===== src/rtl/salru_pkg.sv =====
// Shared types and constants for the set-associative cache tag model with LRU age counters.
// Used by the controller, the datapath and the top level. Depends on nothing.
package salru_pkg;

   localparam int TAG_W     = 30;
   localparam int AGE_W     = 8;
   localparam int CSR_W     = 4;
   localparam int CSR_IDX_W = 2;
   localparam int ADDR_W    = 32;
   localparam int CNT_W     = 64;

   // Configuration register indexes.
   localparam logic [CSR_IDX_W-1:0] CSR_SET_BITS  = 2'd0;
   localparam logic [CSR_IDX_W-1:0] CSR_WAY_BITS  = 2'd1;
   localparam logic [CSR_IDX_W-1:0] CSR_LINE_BITS = 2'd2;

   // Uncached window, both ends inclusive.
   localparam logic [ADDR_W-1:0] WINDOW_LO = 32'h3000_0000;
   localparam logic [ADDR_W-1:0] WINDOW_HI = 32'h4000_0000;

   typedef enum logic [1:0] {
      ST_CLEAR,
      ST_IDLE,
      ST_READ,
      ST_UPDATE
   } ctrl_state_type;

   typedef struct packed {
      logic clear_step;
      logic accept;
      logic read;
      logic update;
   } ctrl_cmd_type;

   typedef struct packed {
      logic clear_last;
   } dp_status_type;

endpackage


===== src/rtl/salru_ctrl.sv =====
// Controller state machine: memory clearing after reset, then read and update of one set per word.
// Depends on salru_pkg for the state, command and status types.
module salru_ctrl (
   input  logic                     clock,
   input  logic                     reset,
   input  logic                     start,
   output logic                     busy,
   input  salru_pkg::dp_status_type status,
   output salru_pkg::ctrl_cmd_type  cmd
);

   salru_pkg::ctrl_state_type state_ff;
   salru_pkg::ctrl_state_type state_in;

   always_ff @(posedge clock) begin
      if (reset) begin
         state_ff <= salru_pkg::ST_CLEAR;
      end else begin
         state_ff <= state_in;
      end
   end

   always_comb begin
      state_in       = state_ff;
      cmd            = '0;
      busy           = 1'b0;
      unique case (state_ff)
         salru_pkg::ST_CLEAR: begin
            busy           = 1'b1;
            cmd.clear_step = 1'b1;
            if (status.clear_last) begin
               state_in = salru_pkg::ST_IDLE;
            end
         end
         salru_pkg::ST_IDLE: begin
            if (start) begin
               cmd.accept = 1'b1;
               state_in   = salru_pkg::ST_READ;
            end
         end
         salru_pkg::ST_READ: begin
            busy     = 1'b1;
            cmd.read = 1'b1;
            state_in = salru_pkg::ST_UPDATE;
         end
         salru_pkg::ST_UPDATE: begin
            // The write-back lands at the end of this cycle, so a new word may be taken now.
            cmd.update = 1'b1;
            if (start) begin
               cmd.accept = 1'b1;
               state_in   = salru_pkg::ST_READ;
            end else begin
               state_in = salru_pkg::ST_IDLE;
            end
         end
         default: begin
            state_in = salru_pkg::ST_CLEAR;
         end
      endcase
   end

endmodule


===== config.mk =====
export PLATFORM = sky130hd
export DESIGN_NAME = salru_ctrl
export DESIGN_NICKNAME = d
export VERILOG_FILES = /design/src/rtl/salru_pkg.sv /design/src/rtl/salru_ctrl.sv
export SDC_FILE = /design/constraint.sdc
export NUM_CORES = 1
export LEC_CHECK = 0
export ABC_CLOCK_PERIOD_IN_PS = 1500
export BUFFER_PORTS_ARGS = -buffer_cell sky130_fd_sc_hd__buf_2
export CAP_MARGIN = 20
export CORE_AREA = 5 5 42 44
export DETAILED_ROUTE_END_ITERATION = 8
export DIE_AREA = 0 0 47 49
export GPL_ROUTABILITY_DRIVEN = 0
export HOLD_SLACK_MARGIN = 0.06
export PLACE_DENSITY = 0.32
export SYNTH_ARGS = -nofsm -noshare
export SYNTH_HDL_FRONTEND = slang
export SYNTH_SLANG_ARGS = --single-unit

===== constraint.sdc =====
create_clock -name clock -period 1.5 [get_ports clock]
set_input_delay 0.075 -clock clock [delete_from_list [all_inputs] [get_ports clock]]
set_output_delay 0.075 -clock clock [all_outputs]
set_load 0.05 [all_outputs]

After elaboration in Yosys (flattened, before gate mapping)
Index checks and enable logic that the tools add are counted.

storage, ports and cells
  bits in registers = 2

cells by class
  eq/ne operators = 5
  multiplexer cells = 10
  reduce and logical (&&, ||, !) cells = 4

operators with widths
  cell                                                  number
  one-hot mux 2 bit (4 select lines)                    1
  2-to-1 mux 1 bit                                      6
  2-to-1 mux 2 bit                                      3
  equality test 2 bit (second input constant)           2
  != test 2 bit (second input constant)                 2
  OR reduction 2 bit                                    2
  equality test 2 x 1 -> 1 bit (second input constant)  1
  zero test 2 bit                                       1
  AND reduction 2 bit                                   1

Logic depth before layout (Yosys ltp)
  depth in word-level cells = 3
  gate-level depth with buffers = 2

Least setup slack after synthesis
Ideal clock, no wire load.

  path type = reg2reg
  start = reg state_ff[1]
  end = reg state_ff[1]
  setup time = 0.058 ns
  arrival = 1.044 ns
  data required time = 1.442 ns
  setup slack = 0.398 ns
  cell stages (with the launch flop) = 3
  period minus slack after synthesis = 1.102 ns
  path through = dfxtp_1 > nor2b_2 > o21ba_2

on the way
  word-level cells in the longest chain between the ends = 3
  elaborated cells on any way between the ends = 8
  classes of those cells = eq/ne (5); mux (1); reduce/logical (2)

RTL lines
  what                                                             line              RTL
  start, declared                                                  salru_ctrl.sv:12  salru_pkg::ctrl_state_type state_ff;
  start signal, assigned                                           salru_ctrl.sv:17  state_ff <= salru_pkg::ST_CLEAR;
  start signal, assigned                                           salru_ctrl.sv:19  state_ff <= state_in;
  equality test 2 x 1 -> 1 bit or zero test 2 bit (tied branches)  salru_ctrl.sv:27  unique case (state_ff)
  != test 2 bit (no source line)                                   -
  AND reduction 2 bit (no source line)                             -

Parallel ways exist; a longest one is shown, timed or not.
A chain may end at the register's enable or synchronous reset.

==> results.md <==
- Worst slew pin tran: 0.257 ns
- Met2 Track Usage GR: 0.0362
- Main synth FF type: dfxtp_1
- Die Footprint: 2300 um2
- Max Clock Freq: 861 MHz
- # H-tree levels: 1
- Post-synth top area share: 0.432
- Post-synth EDFFs: 0
- Met1 usage: 0.0306
- Final WL: 329 um
- Post-CTS Resized: 0
- Hold Crit Class: primary input to flop
- Setup tns final: 0 ns
- Worst-case clock buffer depth: 2
- Worst hold margin: 0.148 ns
- Async S/R FF share, synth: 0
- Critical path type: flop to output pin
- Clock Sinks: 2
- Critical Path Fanout Max: 6
- Layout Nets: 28
- Antenna viol nets, final: 0
- Final hold vios: 0
- Row count: 14
- GR peak layer: met4
- Gate Count Post-Synth: 10
- Clock Skew: 0.00149 ns
- Register area share after synthesis: 0.432
- Total core area: 1400 um2
- Most area-hungry cell type in the Yosys netlist: dfxtp_1
- Vias: 108
- Fraction of final layout cells sized beyond drive strength 1: 0.682
- Worst Path Arrival: 1.09 ns
- Tot GR Track Use: 0.0358
- CP required: 1.42 ns
- Largest net degree at the start of global routing: 7
- Congestion Overflow GR: 0
- Synth top area cells: dfxtp_1 (43%), nor3_1 (11%), o21ba_2 (11%)
- Mapped Nets: 14
- Placed cell count: 34
- Final HPWL DP: 242 um
- Reg clk slew, reported paths: 0.03 ns
- Hold_buf cts: 1
- Peak supply drop: 261 uV
- Avg Synthesized Cell Area: 9.26 um2
- # DRC: 0
- Commonest cells in the netlist: dfxtp_1 (2), nor3_1 (2)
- Crit. End Element: output pin
- Cell Count, Final, Fillers Out: 38
- Post-layout util: 0.132
- Slew headroom: 0.830
- Vias in the first global route: 127
- Root buffer cell: clkbuf_4
- RSZ-0062 raised after global routing: no
- Layout area overhead: 100%
- Skew-Pair Late Insertion Delay: 0.22 ns
- Largest registers: state_ff x2
- DR WL/cell: 8.66 um
- CTS Buf Count: 3
- Synthesized flop and latch total: 2
- Starting density of the core: 0.0661
- DRT iter0 DRCs: 1
- Status: finished clean
- Worst setup SP type: flop
- Initial antenna violation count: 0
- IO buf count: 8
- Top reg by flops: state_ff
- Crit path time final: 1.16 ns
- Leak: 0.0909 nW
- Drt first pass iters: 2
- Global-route met3 utilization: 0.0221
- Pwr Total: 0.247 mW
- Die height: 49 um
- Postcts setup bufs: 0
- Fill cells: 172
- FF+latch area: 40.0 um2
- Netlist cell types: 8
- N_diodes: 0
- Warnings from Yosys: 0
- CTS tree: yes
- Setup Viol. Count Final: 0
- Post-Syn Area: 92.6 um2
- Pwr/cell area: 1330 nW/um2
- Max reg flops: 2
- IO Pins: 9
- Tcrit/Tclk final: 0.774
- Max Cap Viol: 0
- First-pass GRT wire length: 448 um
- Final Max Tran Viols: 0
- Via/cell ratio: 2.84
- Die Wd: 47 um
- Multi-input logic area: 48.8 um2
-- worst paths after layout --
kind / start / end / slack [ns] / depth (start not counted)
worst max-delay path: state_ff[0]$_SDFFE_PP0P_ / cmd[2] / 0.34 / 2
worst min-delay path: status / state_ff[0]$_SDFFE_PP0P_ / 0.15 / 3
worst max register to register: state_ff[0]$_SDFFE_PP0P_ / state_ff[1]$_SDFFE_PP0P_ / 0.69 / 2
worst min register to register: state_ff[1]$_SDFFE_PP0P_ / state_ff[0]$_SDFFE_PP0P_ / 0.61 / 2
-- per-stage QoR --
| stage | area [um2] | setup WS [ns] |
|---|---|---|
| final | 185 | 0.339 |
| after detailed placement | 153 | 0.568 |
| after global routing | 185 | 0.267 |
| after floorplan | 92.6 | 0.398 |
| after global placement | 153 | 0.598 |
| after CTS | 185 | 0.326 |
-- report_power, final --
group / internal [mW] / switching, mW / total (mW)
clock: 0.0884 / 0.0318 / 0.120
combinational: 0.0187 / 0.0447 / 0.0634
sequential: 0.0579 / 0.00547 / 0.0634
total: 0.165 / 0.0819 / 0.247
-- critical path: stages, from the launching register on --
cell	delay, ns
dfxtp_1	0.42
and2_4	0.19
buf_2	0.25
-- area by class of cell --
class / instances / share of cell area
clock buffer: 3 / 0.122
inverter: 1 / 0.0203
multi-input combinational: 7 / 0.264
sequential: 2 / 0.216
tap: 16 / 0.108
timing repair buffer: 9 / 0.270
-- metal layers --
| layer | part of all wire | up-vias |
|---|---|---|
| li1 | - | 56 |
| met1 | 0.49 | 43 |
| met2 | 0.39 | 9 |
| met3 | 0.12 | 0 |
| met4 | 0 | 0 |
| met5 | 0 | - |
-- cell usage in the layout (no fill, tap or decap) --
cell type / n
buf_2: 8
clkbuf_4: 3
nor3_1: 2
dfxtp_1: 2
nor2b_2: 1
and2_2: 1
nor2_1: 1
and2_4: 1
inv_1: 1
o21ba_2: 1
dlygate4sd3_1: 1
-- cells by family after synthesis --
family | count (synthesis) | share of synthesized area
AOI/OAI and AO/OA | 1 | 0.108
buffers and inverters | 1 | 0.0405
and+or+nand+nor | 6 | 0.419
DFF | 2 | 0.432
No activity file was read; power rests on OpenSTA's default activity.
